### config.mk
export PLATFORM = sky130hd
export DESIGN_NAME = mp3d_front
export DESIGN_NICKNAME = d
export VERILOG_FILES = /design/src/hdl/mp3d_pkg.sv /design/src/hdl/mp3d_front.sv
export SDC_FILE = /design/constraint.sdc
export NUM_CORES = 1
export LEC_CHECK = 0
export BUFFER_PORTS_ARGS = -buffer_cell sky130_fd_sc_hd__buf_2
export CORE_MARGIN = 3
export CORE_UTILIZATION = 45
export CTS_BUF_LIST = sky130_fd_sc_hd__clkbuf_4 sky130_fd_sc_hd__clkbuf_8
export CTS_CLUSTER_DIAMETER = 40
export DETAILED_ROUTE_END_ITERATION = 6
export GPL_TIMING_DRIVEN = 0
export MAX_ROUTING_LAYER = met4
export SYNTH_ARGS = -nofsm -noshare
export SYNTH_HDL_FRONTEND = slang
export SYNTH_SLANG_ARGS = --single-unit
### constraint.sdc
create_clock -name i_clk -period 9.75 [get_ports i_clk]
set_input_delay 0.975 -clock i_clk [delete_from_list [all_inputs] [get_ports i_clk]]
set_output_delay 0.975 -clock i_clk [all_outputs]
set_load 0.005 [all_outputs]
### src/hdl/mp3d_pkg.sv
`timescale 1ns / 1ps
// mp3d_pkg: shared types and constants of the 3-D max pooling block.
// Used by every module under hdl/; depends on nothing.
package mp3d_pkg;

    // configuration register widths and port geometry
    localparam int CFG_SIZE_W  = 13;
    localparam int CFG_POOL_W  = 9;
    localparam int CFG_MASK_W  = 3;
    localparam int CFG_INDEX_W = 3;
    localparam int CFG_DATA_W  = 13;

    // output coordinate width
    localparam int COORD_W = 12;

    // front-to-back queue geometry
    localparam int QUEUE_DEPTH = 4;
    localparam int QUEUE_PTR_W = 2;
    localparam int QUEUE_CNT_W = 3;

    // dimension order, also the bit order of pooled_mask
    localparam int DIM_OUTER  = 0;
    localparam int DIM_MIDDLE = 1;
    localparam int DIM_INNER  = 2;
    localparam int NUM_DIMS   = 3;

    // reset values of the configuration registers
    localparam logic [CFG_SIZE_W-1:0] RST_SIZE_OUTER  = 13'd8;
    localparam logic [CFG_SIZE_W-1:0] RST_SIZE_MIDDLE = 13'd8;
    localparam logic [CFG_SIZE_W-1:0] RST_SIZE_INNER  = 13'd1;
    localparam logic [CFG_POOL_W-1:0] RST_POOL_LEN    = 9'd4;
    localparam logic [CFG_MASK_W-1:0] RST_POOLED_MASK = 3'd7;

    // configuration register index map
    typedef enum logic [CFG_INDEX_W-1:0] {
        REG_SIZE_OUTER  = 3'd0,
        REG_SIZE_MIDDLE = 3'd1,
        REG_SIZE_INNER  = 3'd2,
        REG_POOL_LEN    = 3'd3,
        REG_POOLED_MASK = 3'd4
    } t_cfg_reg;

    // configuration register file
    typedef struct packed {
        logic [CFG_SIZE_W-1:0] size_outer;
        logic [CFG_SIZE_W-1:0] size_middle;
        logic [CFG_SIZE_W-1:0] size_inner;
        logic [CFG_POOL_W-1:0] pool_len;
        logic [CFG_MASK_W-1:0] pooled_mask;
    } t_cfg;

    // what the back end does with a partial maximum
    typedef enum logic {
        OP_START = 1'b0,   // first sample of a window: overwrite
        OP_MERGE = 1'b1    // later sample: keep the larger
    } t_op_kind;

    // control part of one queued operation
    typedef struct packed {
        t_op_kind             kind;
        logic                 emit;
        logic                 frame_end;
        logic [COORD_W-1:0]   out_outer;
        logic [COORD_W-1:0]   out_middle;
        logic [COORD_W-1:0]   out_inner;
    } t_op_ctrl;

endpackage

### src/hdl/mp3d_front.sv
`timescale 1ns / 1ps
// mp3d_front: position tracking and window classification of incoming samples.
// Depends on mp3d_pkg; feeds mp3d_queue.
module mp3d_front #(
    parameter int MAX_EXTENT  = 4096,
    parameter int STORE_DEPTH = 4096,
    parameter int SAMPLE_BITS = 16
) (
    input  logic                             i_clk,
    input  logic                             i_rst_n,
    input  mp3d_pkg::t_cfg                   i_cfg,
    input  logic                             i_clear,
    input  logic                             i_in_valid,
    output logic                             o_in_stall,
    input  logic signed [SAMPLE_BITS-1:0]    i_sample,
    input  logic                             i_q_full,
    output logic                             o_push,
    output mp3d_pkg::t_op_ctrl               o_ctrl,
    output logic [$clog2(STORE_DEPTH)-1:0]   o_addr,
    output logic signed [SAMPLE_BITS-1:0]    o_sample
);
    import mp3d_pkg::*;

    localparam int EXT_W  = $clog2(MAX_EXTENT + 1);
    localparam int POS_W  = $clog2(MAX_EXTENT);
    localparam int SUM_W  = ((EXT_W > CFG_POOL_W) ? EXT_W : CFG_POOL_W) + 2;
    localparam int ROW_W  = 2 * POS_W + 1;
    localparam int ADDR_W = $clog2(STORE_DEPTH);

    // per-dimension counters: position, offset in window, window index, window start
    logic [POS_W-1:0]      r_pos  [NUM_DIMS];
    logic [CFG_POOL_W-1:0] r_rem  [NUM_DIMS];
    logic [POS_W-1:0]      r_widx [NUM_DIMS];
    logic [POS_W-1:0]      r_wst  [NUM_DIMS];
    logic [POS_W-1:0]      n_pos  [NUM_DIMS];
    logic [CFG_POOL_W-1:0] n_rem  [NUM_DIMS];
    logic [POS_W-1:0]      n_widx [NUM_DIMS];
    logic [POS_W-1:0]      n_wst  [NUM_DIMS];

    // store row base and count of whole inner windows in the current row
    logic [ROW_W-1:0] r_row_base, n_row_base;
    logic [EXT_W-1:0] r_icnt, n_icnt;

    logic [CFG_SIZE_W-1:0] raw_ext  [NUM_DIMS];
    logic [EXT_W-1:0]      ext      [NUM_DIMS];
    logic [CFG_POOL_W-1:0] win      [NUM_DIMS];
    logic [CFG_POOL_W-1:0] pool_eff;
    logic [NUM_DIMS-1:0]   in_win, last_win, at_start, at_end, wrap, step;
    logic                  accept;
    logic [EXT_W-1:0]      ni_row;
    logic [ROW_W-1:0]      addr;
    logic                  in_store;

    assign raw_ext[DIM_OUTER]  = i_cfg.size_outer;
    assign raw_ext[DIM_MIDDLE] = i_cfg.size_middle;
    assign raw_ext[DIM_INNER]  = i_cfg.size_inner;

    assign accept     = i_in_valid && !i_q_full;
    assign o_in_stall = i_q_full;

    // effective extents and window lengths, window tests per dimension
    always_comb begin
        pool_eff = (i_cfg.pool_len == '0) ? CFG_POOL_W'(1) : i_cfg.pool_len;
        for (int d = 0; d < NUM_DIMS; d++) begin
            if (raw_ext[d] == '0) begin
                ext[d] = EXT_W'(1);
            end else if (32'(raw_ext[d]) > 32'(MAX_EXTENT)) begin
                ext[d] = EXT_W'(MAX_EXTENT);
            end else begin
                ext[d] = EXT_W'(raw_ext[d]);
            end
            win[d] = (i_cfg.pooled_mask[d] && ext[d] != EXT_W'(1)) ? pool_eff
                                                                    : CFG_POOL_W'(1);
            in_win[d]   = (SUM_W'(r_wst[d]) + SUM_W'(win[d])) <= SUM_W'(ext[d]);
            last_win[d] = in_win[d] &&
                          ((SUM_W'(r_wst[d]) + SUM_W'({win[d], 1'b0})) > SUM_W'(ext[d]));
            at_start[d] = (r_rem[d] == '0);
            at_end[d]   = (r_rem[d] == CFG_POOL_W'(win[d] - 1'b1));
            wrap[d]     = (EXT_W'(r_pos[d]) + EXT_W'(1)) >= ext[d];
        end
    end

    // carry chain: inner steps every sample, outer ones on wrap
    assign step[DIM_INNER]  = accept;
    assign step[DIM_MIDDLE] = accept && wrap[DIM_INNER];
    assign step[DIM_OUTER]  = step[DIM_MIDDLE] && wrap[DIM_MIDDLE];

    // counter next state
    always_comb begin
        for (int d = 0; d < NUM_DIMS; d++) begin
            n_pos[d]  = r_pos[d];
            n_rem[d]  = r_rem[d];
            n_widx[d] = r_widx[d];
            n_wst[d]  = r_wst[d];
            if (i_clear || (step[d] && wrap[d])) begin
                n_pos[d]  = '0;
                n_rem[d]  = '0;
                n_widx[d] = '0;
                n_wst[d]  = '0;
            end else if (step[d]) begin
                n_pos[d] = r_pos[d] + POS_W'(1);
                if (at_end[d]) begin
                    n_rem[d]  = '0;
                    n_widx[d] = r_widx[d] + POS_W'(1);
                    n_wst[d]  = POS_W'(SUM_W'(r_wst[d]) + SUM_W'(win[d]));
                end else begin
                    n_rem[d] = r_rem[d] + CFG_POOL_W'(1);
                end
            end
        end
    end

    // inner window count per row, and store row base per middle window
    always_comb begin
        ni_row     = r_icnt + EXT_W'(at_end[DIM_INNER] && in_win[DIM_INNER]);
        n_icnt     = r_icnt;
        n_row_base = r_row_base;
        if (i_clear || step[DIM_MIDDLE]) begin
            n_icnt = '0;
        end else if (accept && at_end[DIM_INNER] && in_win[DIM_INNER]) begin
            n_icnt = r_icnt + EXT_W'(1);
        end
        if (i_clear || (step[DIM_MIDDLE] && wrap[DIM_MIDDLE])) begin
            n_row_base = '0;
        end else if (step[DIM_MIDDLE] && at_end[DIM_MIDDLE]) begin
            n_row_base = r_row_base + ROW_W'(ni_row);
        end
    end

    always_ff @(posedge i_clk) begin
        if (!i_rst_n) begin
            for (int d = 0; d < NUM_DIMS; d++) begin
                r_pos[d]  <= '0;
                r_rem[d]  <= '0;
                r_widx[d] <= '0;
                r_wst[d]  <= '0;
            end
            r_icnt     <= '0;
            r_row_base <= '0;
        end else begin
            r_pos      <= n_pos;
            r_rem      <= n_rem;
            r_widx     <= n_widx;
            r_wst      <= n_wst;
            r_icnt     <= n_icnt;
            r_row_base <= n_row_base;
        end
    end

    // classify the sample into a store operation
    assign addr     = r_row_base + ROW_W'(r_widx[DIM_INNER]);
    assign in_store = 64'(addr) < 64'(STORE_DEPTH);

    always_comb begin
        o_push            = accept && (&in_win) && in_store;
        o_ctrl.kind       = (&at_start) ? OP_START : OP_MERGE;
        o_ctrl.emit       = &at_end;
        o_ctrl.frame_end  = last_win[DIM_OUTER] &&
                            ((last_win[DIM_MIDDLE] && last_win[DIM_INNER]) ||
                             (64'(addr) == 64'(STORE_DEPTH - 1)));
        o_ctrl.out_outer  = COORD_W'(r_widx[DIM_OUTER]);
        o_ctrl.out_middle = COORD_W'(r_widx[DIM_MIDDLE]);
        o_ctrl.out_inner  = COORD_W'(r_widx[DIM_INNER]);
        o_addr            = ADDR_W'(addr);
        o_sample          = i_sample;
    end

endmodule

==> impl_metrics.ini <==
[clock_network]
numClockSinks = 173
htreeDepth = 4
cts_resized = 0
clk_pin_slew_worst_paths_ps = 110
insertion_delay_ps = 520
ctsHoldBuffers = 0
cts_buffer_depth = 2
cts_root_buf = clkbuf_8
cts_tree = done
cts_buffers = 17
post_cts_buffers = 0

[synthesis]
ys_warn_count = 0
synth-async-reset-ratio_pct = 0
ys_seq_area_share_pct = 22.05
ys.flop_type = dfxtp_1
synthCells = 1978
synth_top_area_share_pct = 22.05
synth_common_cells = ha_1, nand2_1, nor2_1
ys_types = 79
syn_area_um2 = 15710
syn_nets = 2272
synth_most_common_cell = ha_1
synth_edf_count = 0
ys_ff_latch = 173
synthTopCellsByArea = dfxtp_1, ha_1, xnor2_1
avgSynthCellArea_um2 = 7.941
synth_top_cell_by_area = dfxtp_1

[drt]
via_per_inst = 5.685
vias = 14670
wl_per_cell_um = 17.31
drc = 0
antenna_left = 0
drt_first_pass_iters = 5
wl_um = 44690
first_iter_violations = 885

[setup_path]
worstSetupStartpointType = input port
cp-end-kind = flop
rr_worst_depth = 31
crit_buf_inv = 3
cp_max_fo = 10
r2r_setup_slack_ps = 2570
r2r-start = r_wst[0]
crit_slowest_cell = nor4_1
cp-startpoint = i_cfg[20]
crit_path_end = r_row_base[19]
cpLargestDelayFamily = compound AO/OA/AOI/OAI gates
timing.rr.end = r_row_base[19]
critical_path_required_ps = 10190
critical_path_class = input port to flop
cp.arrival_ps = 9390
critical_path_depth = 35
cp_slowest_stage_delay_ps = 730

[final_layout]
stdcell_count = 2581
fin_util_pct = 50.89
drive_gt1_share_pct = 9.761
fin_nets = 2412
synthToLayoutAreaGrowth_pct = 9.997
multi_input_area_um2 = 11560
seq_area_um2 = 3463
finalInstanceArea_um2 = 17280
fillers = 3348

[sta]
slew_headroom_pct = 12.59
tns_ps = 0
setup_viol = 0
fin_worst_skew_ps = 16.66
tightest_slew_ps = 1299
timing.final.ws_setup_ps = 801.5
timing.final.crit_share_pct = 91.78
finalHoldViolCount = 0
drv_slew = 0
max_freq_ghz = 0.1118
rsz0062_at_grt = no
finalWorstPathRequiredPeriod_ps = 8949

[placement]
dp_slack_ps = -242.0
place_inst = 2547
io_buffers = 121
place_area_um2 = 16880
routabilityCongestion = 0.9087
dp_hpwl_um = 35730

[global_routing]
grtUsageTotal_pct = 24.69
gr-total-overflow = 0
grt_pass1_wl_um = 71950
grt_pass1_vias = 13900
antenna_found_initial = 2
grt_max_degree = 19

[floorplanning]
die_w_um = 192.8
initial_core_util_pct = 46.26
die_area_um2 = 37180
rows = 67
ios = 141
dieHeight_um = 192.8
coreArea_um2 = 33950

[power_and_ir_drop]
p_int_uw = 993.4
seq_power_share_pct = 47.6
power.switching_uw = 493.9
p_leak_uw = 0.007584
powerDensity_nw_per_um2 = 86.08
p_clk_share_pct = 35.4
vdd_drop_max_uv = 88.96
p_sw_share_pct = 33.21
p_comb_share_pct = 17.0

[min_path]
min_path_cells = 2
hold_path_class = flop to flop

[flow_run]
max_cap_viol_count = 0

[status]
outcome = completed
==> area by class of cell <==
| class | count | area share [%] |
|---|---|---|
| multi-input combinational | 1639 | 66.88 |
| buffer | 86 | 2.346 |
| sequential | 173 | 20.04 |
| clock inverter | 15 | 0.8545 |
| inverter | 80 | 1.738 |
| antenna | 2 | 0.02897 |
| tap | 448 | 3.244 |
| clock buffer | 17 | 1.354 |
| timing repair buffer | 121 | 3.505 |
==> power groups by stage <==
| stage | sequential [µW] | clock (µW) | combinational (µW) |
|---|---|---|---|
| finish | 708 | 527 | 253 |
| floorplan | 724 | 0 | 167 |
| detailed placement | 724 | 0 | 248 |
| global route | 708 | 570 | 283 |
| global placement | 724 | 0 | 243 |
| CTS | 708 | 546 | 251 |
==> worst min path at each step <==
stage,startpoint,end,slack (ps)
floorplan,r_wst[12],r_wst[12],450
global placement,o_ctrl[23],o_ctrl[23],460
detailed placement,r_wst[12],r_wst[12],470
CTS,r_wst[12],r_wst[12],490
global route,r_wst[19],r_wst[19],510
finish,r_wst[12],r_wst[12],480
==> cells by family (layout without fill, tap and decap cells) <==
| family | Yosys count | after routing | synth area share [%] |
|---|---|---|---|
| and+or+nand+nor | 744 | 744 | 23.88 |
| AOI/OAI and AO/OA | 429 | 429 | 17.62 |
| adders and majority gates | 222 | 222 | 18.07 |
| xor gates and xnor gates | 208 | 208 | 11.60 |
| DFF | 173 | 173 | 22.05 |
| buffers and inverters | 166 | 319 | 4.493 |
| muxes | 36 | 36 | 2.294 |
| other | 0 | 2 | 0 |
==> cells in the final DEF (no fill, tap or decap), types with 11 or more instances in the layout <==
cell type / n
o21ai_0: 68
or3_1: 37
nand3_1: 61
clkbuf_1: 57
nand2b_1: 11
inv_1: 80
xor2_1: 92
and2_1: 14
ha_1: 214
or4_1: 25
nor2b_1: 28
nor2_1: 174
xnor2_1: 116
buf_2: 127
nand4_1: 41
o31ai_1: 19
o21a_1: 28
nor4_1: 38
a21o_1: 37
a21oi_1: 154
a31oi_1: 11
buf_4: 18
and3_1: 27
nor3_1: 38
o21bai_1: 22
clkbuf_8: 17
nand2_1: 201
mux2i_1: 36
dfxtp_1: 173
a211oi_1: 11
==> stage by stage <==
step | hold slack, ps | power (µW)
4_1_cts | 489.7 | 1504
3_5_place_dp | 473.6 | 972.2
6_report | 484.6 | 1487
2_1_floorplan | 449.2 | 890.5
3_3_place_gp | 463.3 | 966.9
5_1_grt | 505.8 | 1560
==> registers in the layout (all words and copies together), names as in the netlist <==
register    cells
o_ctrl         36
r_icnt         13
r_pos          36
r_rem          27
r_row_base     25
r_wst          36
==> metal layers <==
metal	vias up	GRT usage (%)	share of wire, %
li1	7413	-	-
met1	6912	32.09	47
met2	306	40.76	47
met3	43	3.706	4.4
met4	0	5.352	1.6
met5	-	-	0
==> tightest hold or removal path: stages (launching register included) <==
cell     delay [ps]
dfxtp_1         340
nand2_1          60
a21oi_1          50
No activity file was read; power rests on OpenSTA's default activity.
