<file path="src/hdl/mp3d_pkg.sv">
`timescale 1ns / 1ps
// mp3d_pkg: shared types and constants of the 3-D max pooling block.
// Used by every module under hdl/; depends on nothing.
package mp3d_pkg;

    // configuration register widths and port geometry
    localparam int CFG_SIZE_W  = 13;
    localparam int CFG_POOL_W  = 9;
    localparam int CFG_MASK_W  = 3;
    localparam int CFG_INDEX_W = 3;
    localparam int CFG_DATA_W  = 13;

    // output coordinate width
    localparam int COORD_W = 12;

    // front-to-back queue geometry
    localparam int QUEUE_DEPTH = 4;
    localparam int QUEUE_PTR_W = 2;
    localparam int QUEUE_CNT_W = 3;

    // dimension order, also the bit order of pooled_mask
    localparam int DIM_OUTER  = 0;
    localparam int DIM_MIDDLE = 1;
    localparam int DIM_INNER  = 2;
    localparam int NUM_DIMS   = 3;

    // reset values of the configuration registers
    localparam logic [CFG_SIZE_W-1:0] RST_SIZE_OUTER  = 13'd8;
    localparam logic [CFG_SIZE_W-1:0] RST_SIZE_MIDDLE = 13'd8;
    localparam logic [CFG_SIZE_W-1:0] RST_SIZE_INNER  = 13'd1;
    localparam logic [CFG_POOL_W-1:0] RST_POOL_LEN    = 9'd4;
    localparam logic [CFG_MASK_W-1:0] RST_POOLED_MASK = 3'd7;

    // configuration register index map
    typedef enum logic [CFG_INDEX_W-1:0] {
        REG_SIZE_OUTER  = 3'd0,
        REG_SIZE_MIDDLE = 3'd1,
        REG_SIZE_INNER  = 3'd2,
        REG_POOL_LEN    = 3'd3,
        REG_POOLED_MASK = 3'd4
    } t_cfg_reg;

    // configuration register file
    typedef struct packed {
        logic [CFG_SIZE_W-1:0] size_outer;
        logic [CFG_SIZE_W-1:0] size_middle;
        logic [CFG_SIZE_W-1:0] size_inner;
        logic [CFG_POOL_W-1:0] pool_len;
        logic [CFG_MASK_W-1:0] pooled_mask;
    } t_cfg;

    // what the back end does with a partial maximum
    typedef enum logic {
        OP_START = 1'b0,   // first sample of a window: overwrite
        OP_MERGE = 1'b1    // later sample: keep the larger
    } t_op_kind;

    // control part of one queued operation
    typedef struct packed {
        t_op_kind             kind;
        logic                 emit;
        logic                 frame_end;
        logic [COORD_W-1:0]   out_outer;
        logic [COORD_W-1:0]   out_middle;
        logic [COORD_W-1:0]   out_inner;
    } t_op_ctrl;

endpackage

</file>
<file path="src/hdl/mp3d_queue.sv">
`timescale 1ns / 1ps
// mp3d_queue: short FIFO of store operations between front and back end.
// Depends on mp3d_pkg.
module mp3d_queue #(
    parameter int ADDR_W      = 12,
    parameter int SAMPLE_BITS = 16
) (
    input  logic                           i_clk,
    input  logic                           i_rst_n,
    input  logic                           i_push,
    input  mp3d_pkg::t_op_ctrl             i_ctrl,
    input  logic [ADDR_W-1:0]              i_addr,
    input  logic signed [SAMPLE_BITS-1:0]  i_sample,
    output logic                           o_full,
    input  logic                           i_pop,
    output logic                           o_empty,
    output mp3d_pkg::t_op_ctrl             o_ctrl,
    output logic [ADDR_W-1:0]              o_addr,
    output logic signed [SAMPLE_BITS-1:0]  o_sample
);
    import mp3d_pkg::*;

    t_op_ctrl                  r_ctrl   [QUEUE_DEPTH];
    logic [ADDR_W-1:0]         r_addr   [QUEUE_DEPTH];
    logic signed [SAMPLE_BITS-1:0] r_sample [QUEUE_DEPTH];
    logic [QUEUE_PTR_W-1:0]    r_wr_ptr, r_rd_ptr;
    logic [QUEUE_CNT_W-1:0]    r_count;

    assign o_full   = (r_count == QUEUE_CNT_W'(QUEUE_DEPTH));
    assign o_empty  = (r_count == '0);
    assign o_ctrl   = r_ctrl[r_rd_ptr];
    assign o_addr   = r_addr[r_rd_ptr];
    assign o_sample = r_sample[r_rd_ptr];

    // pointers and fill level
    always_ff @(posedge i_clk) begin
        if (!i_rst_n) begin
            r_wr_ptr <= '0;
            r_rd_ptr <= '0;
            r_count  <= '0;
        end else begin
            if (i_push) begin
                r_wr_ptr <= r_wr_ptr + QUEUE_PTR_W'(1);
            end
            if (i_pop) begin
                r_rd_ptr <= r_rd_ptr + QUEUE_PTR_W'(1);
            end
            if (i_push && !i_pop) begin
                r_count <= r_count + QUEUE_CNT_W'(1);
            end else if (i_pop && !i_push) begin
                r_count <= r_count - QUEUE_CNT_W'(1);
            end
        end
    end

    // entry storage
    always_ff @(posedge i_clk) begin
        if (i_push) begin
            r_ctrl[r_wr_ptr]   <= i_ctrl;
            r_addr[r_wr_ptr]   <= i_addr;
            r_sample[r_wr_ptr] <= i_sample;
        end
    end

    a_no_overflow: assert property (@(posedge i_clk) disable iff (!i_rst_n)
        o_full |-> !i_push)
        else $error("word pushed into a full queue");

endmodule

</file>
<file path="config.mk">
export PLATFORM = sky130hd
export DESIGN_NAME = mp3d_queue
export DESIGN_NICKNAME = d
export VERILOG_FILES = /design/src/hdl/mp3d_pkg.sv /design/src/hdl/mp3d_queue.sv
export SDC_FILE = /design/constraint.sdc
export NUM_CORES = 1
export LEC_CHECK = 0
export BUFFER_PORTS_ARGS = -buffer_cell sky130_fd_sc_hd__buf_2
export CAP_MARGIN = 30
export CORE_MARGIN = 10
export CORE_UTILIZATION = 57
export CTS_CLUSTER_DIAMETER = 50
export DETAILED_ROUTE_END_ITERATION = 8
export GPL_ROUTABILITY_DRIVEN = 0
export PLACE_DENSITY_LB_ADDON = 0.1
export SYNTH_ARGS = -nofsm -noshare
export SYNTH_HDL_FRONTEND = slang
export SYNTH_SLANG_ARGS = --single-unit
</file>
<file path="constraint.sdc">
create_clock -name i_clk -period 3 [get_ports i_clk]
set_input_delay 0.6 -clock i_clk [delete_from_list [all_inputs] [get_ports i_clk]]
set_output_delay 0.6 -clock i_clk [all_outputs]
set_load 0.02 [all_outputs]
</file>
==> results of run 1 <==
-- worst max-delay path, cell delays in order, from the launching register on --
cell and delay, ns:
dfxtp_4 0.58, buf_12 0.28, mux4_2 0.56, buf_2 0.18
-- final cells by class --
| type | instances | area, um2 | area share |
|---|---|---|---|
| multi-input combinational | 97 | 1770 | 0.146 |
| clock inverter | 16 | 164 | 0.0135 |
| tap | 225 | 282 | 0.0232 |
| timing repair buffer | 154 | 871 | 0.0718 |
| inverter | 4 | 15.0 | 0.00124 |
| sequential | 277 | 8240 | 0.679 |
| antenna | 3 | 7.51 | 0.000619 |
| clock buffer | 36 | 782 | 0.0645 |
-- routing by layer --
layer / vias to the layer above / wire (um) / GRT usage
met4: 4 / 230 / 0.0378
met2: 146 / 9180 / 0.258
met1: 2334 / 7340 / 0.195
met5: - / 27 / 0
met3: 20 / 1560 / 0.0530
li1: 2028 / - / -
-- final timing paths --
path / startpoint / end / slack, ns / cells past startpoint
max: register / o_sample[9] / 0.26 / 3
max reg2reg: r_wr_ptr[0]$_SDFFE_PN0P_ / r_ctrl[1][19]$_DFFE_PP_ / 1.27 / 3
min reg2reg: r_count[2]$_SDFFE_PN0P_ / r_count[2]$_SDFFE_PN0P_ / 0.52 / 2
min: i_sample[2] / r_sample[0][2]$_DFFE_PP_ / 0.30 / 1
-- power by group through the flow --
stage / Sequential [mW] / Clock [mW] / Combinational, mW
final: 4.52 / 3.45 / 0.920
after global routing: 4.54 / 3.72 / 0.997
after CTS: 4.52 / 3.53 / 0.944
after detailed placement: 4.60 / 0 / 0.941
after global placement: 4.59 / 0 / 0.930
after floorplan: 4.57 / 0 / 0.629
-- through the flow --
stage / power (mW) / utilization
floorplan: 5.19 / -
global placement: 5.52 / 0.644
detailed placement: 5.55 / 0.644
CTS: 9.00 / 0.698
global route: 9.26 / 0.698
finish: 8.89 / 0.699
-- cell families (layout without fill, tap and decap cells) --
logic type,count (synthesis),after routing,synth area share
xor+xnor,5,5,0.00432
mux,69,69,0.151
flops,277,277,0.811
simple gates,15,15,0.00900
fa+ha+maj,6,6,0.00814
buf+inv,19,210,0.0158
compound gates,2,2,0.00123
other cells,0,3,0
-- synthesized netlist by cell type --
cell	number
buf_4	3
ha_1	5
nor3b_1	1
nand2_1	1
nor2b_1	2
nor3_1	1
dfxtp_1	9
edfxtp_1	268
buf_6	1
o21ai_0	1
xnor2_1	2
mux4_2	67
or3_1	1
inv_1	4
buf_1	3
buf_12	4
xor2_1	3
mux2i_1	2
and2_1	9
fa_1	1
buf_2	4
a21boi_0	1
-- registers in the layout, indices dropped and copies added (netlist names), named ones only --
name / flops
r_addr: 48
r_wr_ptr: 2
r_rd_ptr: 2
r_sample: 64
r_count: 3
r_ctrl: 156
==> impl_metrics.csv, run 1 <==
group,metric,value,unit
setup_path,path_class,"register to primary output",
placement,place_ws,0.735,ns
yosys,synth_cells,393,
worst_hold_path,hold_class,"input port to register",
die,die-height,153,um
die,die_area,23500,um2
power_and_ir_drop,p_switching,1.95,mW
setup_path,crit_path_end_kind,"primary output",
routing,ant_nets,0,
yosys,yosys_warnings,0,
timing,hold_viol_final,0,
power_and_ir_drop,power.density,733,nW/um2
global_routing,grt_pass1_wl,29000,um
layout,fin_cells,812,
layout,final_cell_mix,"268 x edfxtp_1, 139 x buf_2, 67 x mux4_2",
timing,fin_crit_sh,0.914,
run,drv_cap,0,
routing,vias,4532,
cts,hold_buffers,0,
layout,nets,639,
yosys,ys_seq_area_frac,0.811,
timing,maxSlewHeadroom,0.623,
global_routing,grt_use_total,0.156,
layout,layout-drive-gt1-share,0.467,
global_routing,antenna_found_initial,6,
routing,drt_wl_total,18300,um
cts,clkSlewWorstSetupHoldPaths,0.06,ns
placement,portBuffers,139,
timing,maxSlewViolCount,0,
cts,cts_buffers,28,
global_routing,grt_pass1_vias,5049,
timing,fin_crit,2.74,ns
placement,dp.cells,757,
layout,n_fill_cell,1090,
yosys,ys_seq_elements,277,
cts,htreeDepth,1,
power_and_ir_drop,ir_worst_vdd,0.472,mV
cts,cts_root_buffer,"clkbuf_16",
global_routing,grt_max_degree,68,
yosys,synth_area_leaders,"edfxtp_1 79%, mux4_2 15%, dfxtp_1 1.8%, buf_12 0.79%, ha_1 0.62%",
cts,clock_latency,0.52,ns
timing,hold_ws,0.296,ns
timing,tightestPinTransition,0.565,ns
placement,hpwl,11900,um
cts,cts_resized,0,
cts,cts_buffer_depth,3,
timing,skew,0.00992,ns
power_and_ir_drop,power_frac_comb,0.103,
routing,wl_per_cell,22.6,um
routing,drt_first_pass_iters,7,
yosys,synth_largest_area_cell,"edfxtp_1",
cts,cts_tree,"yes",
die,die_w,153,um
placement,placed_cell_area,11200,um2
timing,fin_ws,0.259,ns
outcome,status,"finished clean",
setup_path,start_kind,"register",
layout,final_area,12100,um2
cts,numClockSinks,277,
yosys,ys_types,22,
die,fp.coreArea,17400,um2
yosys,synth.top_cell.area_share,0.793,
routing,drc,0,
setup_path,arrival,2.14,ns
setup_path,cp_max_fo,25,
yosys,syn_nets,470,
yosys,syn_avg_cell_area,25.8,um2
die,num_rows,48,
timing,fmax,0.365,GHz
power_and_ir_drop,internal_power,6.94,mW
setup_path,critical_path_required,2.40,ns
timing,finalSetupViolCount,0,
routing,drt_iter0_markers,226,
routing,route.detailed.vias_per_inst,5.58,
layout,syn_to_final_growth,19.5,%
layout,layout_commonest_cell,"edfxtp_1",
timing,fin_setup_tns,0,ns
timing,rsz0062_at_grt,"false",
power_and_ir_drop,switching_share,0.220,
power_and_ir_drop,p_leak,4.16,nW
die,initial_utilization,0.585,
yosys,synth_area,10100,um2
die,io-pin-count,140,
global_routing,grt_overflow,0,
cts,cts_setup_buffers,0,
power_and_ir_drop,power_frac_seq,0.508,
power_and_ir_drop,p_clk_frac,0.388,
No activity file was read; power rests on OpenSTA's default activity.
==> inputs of run 2 (changes only) <==
==> constraint.sdc (replaced) <==
create_clock -name i_clk -period 3 [get_ports i_clk]
set_input_delay 0.6 -clock i_clk [delete_from_list [all_inputs] [get_ports i_clk]]
set_output_delay 0.6 -clock i_clk [all_outputs]
set_load 0.1 [all_outputs]
==> run 2 against run 1 <==
  * Critical path depth did not move
  * Global-route usage rose by 0.47 points
  * Utilization up 0.058 points
  * First-iteration DRC count is 16% higher
  * Hold slack lost 0.014 ns
  * Clock power about the same
  * Register-to-register slack lost 0.08 ns
  * Clock skew shrank 0.0056 ns
==> impl_metrics.csv, run 2 (same netlist as run 1, synthesis figures left out) <==
group,metric,value,unit
die,die_area,23500,um2
setup_path,path_class,"register to primary output",
routing,drt_first_pass_iters,6,
layout,final_cell_mix,"268 x edfxtp_1, 139 x buf_2, 67 x mux4_2",
worst_hold_path,hp-start,"i_addr[3]",
cts,cts_setup_buffers,0,
timing,finalSetupViolCount,0,
worst_hold_path,hold_class,"input port to register",
setup_path,critical_path_required,2.40,ns
power_and_ir_drop,internal_power,6.91,mW
global_routing,grt_overflow,0,
cts,cts_tree,"yes",
timing,rsz0062_at_grt,"false",
timing,maxSlewHeadroom,0.653,
placement,dp.cells,756,
die,die-height,153,um
setup_path,cp_max_fo,30,
placement,portBuffers,139,
layout,fin_cells,814,
layout,nets,639,
layout,utilization,0.699,
routing,drt_wl_total,19000,um
cts,hold_buffers,0,
power_and_ir_drop,power_frac_seq,0.461,
power_and_ir_drop,p_leak,4.14,nW
setup_path,crit_path_end_kind,"primary output",
setup_path,ff2ff_path_depth,3,
placement,hpwl,12000,um
cts,clock_latency,0.53,ns
die,die_w,153,um
timing,fin_crit,2.74,ns
timing,fin_ws,0.258,ns
timing,hold_viol_final,0,
power_and_ir_drop,power.density,806,nW/um2
timing,fin_crit_sh,0.914,
global_routing,grt_max_degree,40,
placement,place_ws,0.781,ns
setup_path,rrSetupSlack,1.19,ns
cts,numClockSinks,277,
die,initial_utilization,0.585,
routing,ant_nets,0,
cts,clkSlewWorstSetupHoldPaths,0.06,ns
power_and_ir_drop,p_clk_frac,0.352,
timing,fmax,0.365,GHz
setup_path,reg2reg_from,"r_wr_ptr[0]$_SDFFE_PN0P_",
global_routing,grt_pass1_vias,5180,
setup_path,arrival,2.14,ns
die,num_rows,48,
global_routing,grt_pass1_wl,29900,um
power_and_ir_drop,ir_worst_vdd,0.779,mV
power_and_ir_drop,power_frac_comb,0.187,
layout,layout_commonest_cell,"edfxtp_1",
timing,maxSlewViolCount,0,
setup_path,reg2reg_to,"r_addr[3][4]$_DFFE_PP_",
timing,skew,0.00431,ns
timing,tightestPinTransition,0.525,ns
routing,wl_per_cell,23.3,um
run,drv_cap,0,
worst_hold_path,hold_depth,1,
timing,fin_setup_tns,0,ns
global_routing,grt_use_total,0.161,
routing,vias,4598,
die,io-pin-count,140,
cts,cts_buffer_depth,3,
layout,syn_to_final_growth,19.6,%
layout,layout-drive-gt1-share,0.462,
setup_path,start_kind,"register",
cts,htreeDepth,1,
layout,top_regs,"r_ctrl: 156 flops, r_sample: 64 flops, r_addr: 48 flops",
layout,top_register,"r_ctrl",
power_and_ir_drop,p_switching,2.87,mW
cts,cts_buffers,29,
routing,drt_iter0_markers,263,
worst_hold_path,holdPathEnd,"r_addr[3][3]$_DFFE_PP_",
outcome,status,"finished clean",
timing,hold_ws,0.282,ns
cts,cts_resized,0,
routing,route.detailed.vias_per_inst,5.65,
layout,n_fill_cell,1095,
routing,drc,0,
global_routing,antenna_found_initial,3,
layout,largest_reg_flops,156,
die,fp.coreArea,17400,um2
cts,cts_root_buffer,"clkbuf_16",
power_and_ir_drop,switching_share,0.293,
run 2: metal layers:
metal	share of wire	GRT usage	vias to the layer above
met5	0	0	-
met4	0.023	0.0405	0
met3	0.071	0.0491	32
met2	0.50	0.270	126
met1	0.40	0.200	2417
li1	-	-	2023
run 2: worst max-delay path by stage:
stage                   from                endpoint  slack, ns  cells past startpoint
floorplan             i_push  r_addr[0][0]$_DFFE_PP_       0.39                      1
global placement    register               o_ctrl[8]       0.78                      3
detailed placement  register             o_sample[0]       0.78                      3
CTS                 register             o_sample[0]       0.21                      3
global route        register             o_sample[0]       0.16                      3
finish              register             o_sample[0]       0.26                      3
run 2: final cells by class:
cell class | count | area, um2 | share of cell area
antenna | 4 | 10.0 | 0.000825
clock buffer | 36 | 772 | 0.0636
multi-input combinational | 97 | 1780 | 0.147
clock inverter | 18 | 166 | 0.0137
timing repair buffer | 153 | 876 | 0.0722
sequential | 277 | 8240 | 0.679
tap | 225 | 282 | 0.0232
inverter | 4 | 15.0 | 0.00124
run 2: worst max-delay path, cell delays in order (launching register included):
cell	delay, ns
dfxtp_4	0.65
buf_4	0.30
mux4_2	0.21
buf_2	0.43
run 2: stage by stage:
stage | instance area, um2 | total power [mW]
floorplan | 10200 | 6.10
global placement | 11200 | 6.41
detailed placement | 11200 | 6.44
CTS | 12100 | 9.88
global route | 12100 | 10.1
finish | 12100 | 9.78
run 2: power by group through the flow:
stage,sequential [mW],combinational [mW],clock [mW]
after detailed placement,4.59,1.85,0
after global placement,4.58,1.83,0
final,4.51,1.83,3.45
after global routing,4.53,1.90,3.69
after CTS,4.51,1.85,3.52
after floorplan,4.57,1.53,0
==> inputs of run 3 (changes only) <==
--- a/config.mk
+++ b/config.mk
@@ -8,7 +8,7 @@
 export BUFFER_PORTS_ARGS = -buffer_cell sky130_fd_sc_hd__buf_2
 export CAP_MARGIN = 30
 export CORE_MARGIN = 10
-export CORE_UTILIZATION = 57
+export CORE_UTILIZATION = 39
 export CTS_CLUSTER_DIAMETER = 50
 export DETAILED_ROUTE_END_ITERATION = 8
 export GPL_ROUTABILITY_DRIVEN = 0
==> run 3 against run 2 <==
  * Clock power rose by 14%
  * Clock-buffer cell count rose by 6
  * Global-route usage fell by 3.8 points
  * Non-clock buffer count rose by 5
  * Hold slack improved by 0.038 ns
  * Combinational power barely moved
  * Sequential power barely moved
  * Critical endpoint is now o_sample[11]
  * Highest routed layer is now met5
==> impl_metrics.csv, run 3 (same netlist as run 1, synthesis figures left out) <==
group,metric,value,unit
die,die_w,181,um
setup_path,cp_max_fo,25,
cts,cts_setup_buffers,0,
timing,maxSlewViolCount,0,
setup_path,critical_path_required,2.40,ns
routing,drc,0,
placement,dp.cells,866,
layout,syn_to_final_growth,22.9,%
setup_path,crit_path_top_delay_cell,"mux4_2",
setup_path,cp.buffers_inverters,2,
setup_path,worstPathCellList,"buf_12, mux4_2, buf_2",
die,num_rows,58,
die,initial_utilization,0.400,
global_routing,grt_max_degree,30,
global_routing,grt_pass1_vias,5267,
layout,fin_cells,925,
cts,cts_tree,"yes",
setup_path,rrSetupSlack,1.37,ns
timing,fmax,0.357,GHz
worst_hold_path,hold_class,"input port to register",
layout,final_cell_mix,"268 x edfxtp_1, 139 x buf_2, 67 x mux4_2",
setup_path,crit_end,"o_sample[11]",
setup_path,crit_path_end_kind,"primary output",
timing,hold_viol_final,0,
die,fp.coreArea,25400,um2
global_routing,antenna_found_initial,3,
routing,route.detailed.vias_per_inst,4.98,
layout,largest_reg_flops,156,
timing,skew,0.00891,ns
run,drv_cap,0,
timing,rsz0062_at_grt,"false",
cts,cts_buffer_depth,3,
timing,fin_crit,2.80,ns
routing,drt_wl_total,20400,um
routing,drt_iter0_markers,252,
setup_path,start_kind,"register",
setup_path,cp_num_cells,3,
die,die_area,32900,um2
cts,htreeDepth,2,
timing,maxSlewHeadroom,0.648,
setup_path,slowest_delay,0.56,ns
outcome,status,"finished clean",
cts,cts_resized,0,
die,die-height,181,um
timing,hold_ws,0.320,ns
timing,tightestPinTransition,0.531,ns
layout,layout_commonest_cell,"edfxtp_1",
layout,top_regs,"r_ctrl: 156 flops, r_sample: 64 flops, r_addr: 48 flops",
layout,nets,649,
setup_path,reg2reg_from,"r_wr_ptr[0]$_SDFFE_PN0P_",
cts,hold_buffers,0,
routing,ant_nets,0,
timing,fin_crit_sh,0.934,
cts,clock_latency,0.49,ns
routing,vias,4604,
setup_path,reg2reg_to,"r_sample[0][12]$_DFFE_PP_",
routing,wl_per_cell,22.0,um
setup_path,ff2ff_path_depth,4,
layout,layout-drive-gt1-share,0.472,
timing,fin_setup_tns,0,ns
global_routing,grt_overflow,0,
setup_path,path_delay_family,"buffers and inverters",
timing,finalSetupViolCount,0,
setup_path,arrival,2.20,ns
global_routing,grt_use_total,0.123,
cts,numClockSinks,277,
cts,cts_root_buffer,"clkbuf_16",
routing,drt_first_pass_iters,4,
layout,top_register,"r_ctrl",
die,io-pin-count,140,
placement,portBuffers,139,
cts,cts_buffers,34,
cts,clkSlewWorstSetupHoldPaths,0.05,ns
global_routing,grt_pass1_wl,31400,um
setup_path,path_class,"register to primary output",
power_and_ir_drop,ir_worst_vdd,0.524,mV
placement,hpwl,13100,um
power_and_ir_drop,p_leak,4.24,nW
power_and_ir_drop,power.density,825,nW/um2
run 3: power by group:
group	switching, mW	leakage, nW	total (mW)	internal, mW
combinational	1.44	1.18	1.84	0.401
sequential	0.0741	2.54	4.52	4.44
clock	1.45	0.526	3.93	2.48
run 3: routing by layer:
metal / vias to the layer above / global-route usage / wire [um] / share of wire
li1: 2033 / - / - / -
met1: 2395 / 0.150 / 8410 / 0.41
met2: 137 / 0.208 / 10200 / 0.50
met3: 37 / 0.0364 / 1340 / 0.066
met4: 2 / 0.0358 / 392 / 0.019
met5: - / 0 / 12 / 0.00059
run 3: stage by stage:
stage          worst slack [ns]  utilization  cell area, um2  power (mW)
6_report                  0.199        0.491           12500        10.3
5_1_grt                  0.0579        0.491           12500        10.7
4_1_cts                   0.116        0.491           12500        10.4
3_5_place_dp              0.645        0.448           11400        6.47
3_3_place_gp              0.643        0.448           11400        6.45
2_1_floorplan             0.395            -           10200        6.10
run 3: worst min-delay path by stage:
| stage | from | endpoint | slack, ns | cells past startpoint |
|---|---|---|---|---|
| after CTS | i_ctrl[19] | r_ctrl[3][19]$_DFFE_PP_ | 0.30 | 1 |
| final | i_ctrl[19] | r_ctrl[2][19]$_DFFE_PP_ | 0.32 | 1 |
| after global placement | r_count[2]$_SDFFE_PN0P_ | r_count[2]$_SDFFE_PN0P_ | 0.50 | 2 |
| after floorplan | r_count[2]$_SDFFE_PN0P_ | r_count[2]$_SDFFE_PN0P_ | 0.48 | 2 |
| after global routing | i_ctrl[20] | r_ctrl[1][20]$_DFFE_PP_ | 0.30 | 1 |
| after detailed placement | r_count[2]$_SDFFE_PN0P_ | r_count[2]$_SDFFE_PN0P_ | 0.55 | 2 |
run 3: final cells by class:
type / instances / area (um2)
Sequential cell: 277 / 8240
Timing Repair Buffer: 158 / 926
Antenna cell: 2 / 5.00
Multi-Input combinational cell: 97 / 1780
Tap cell: 330 / 413
Clock buffer: 42 / 902
Clock inverter: 15 / 191
Inverter: 4 / 15.0
Fill cell: 2125 / 12900
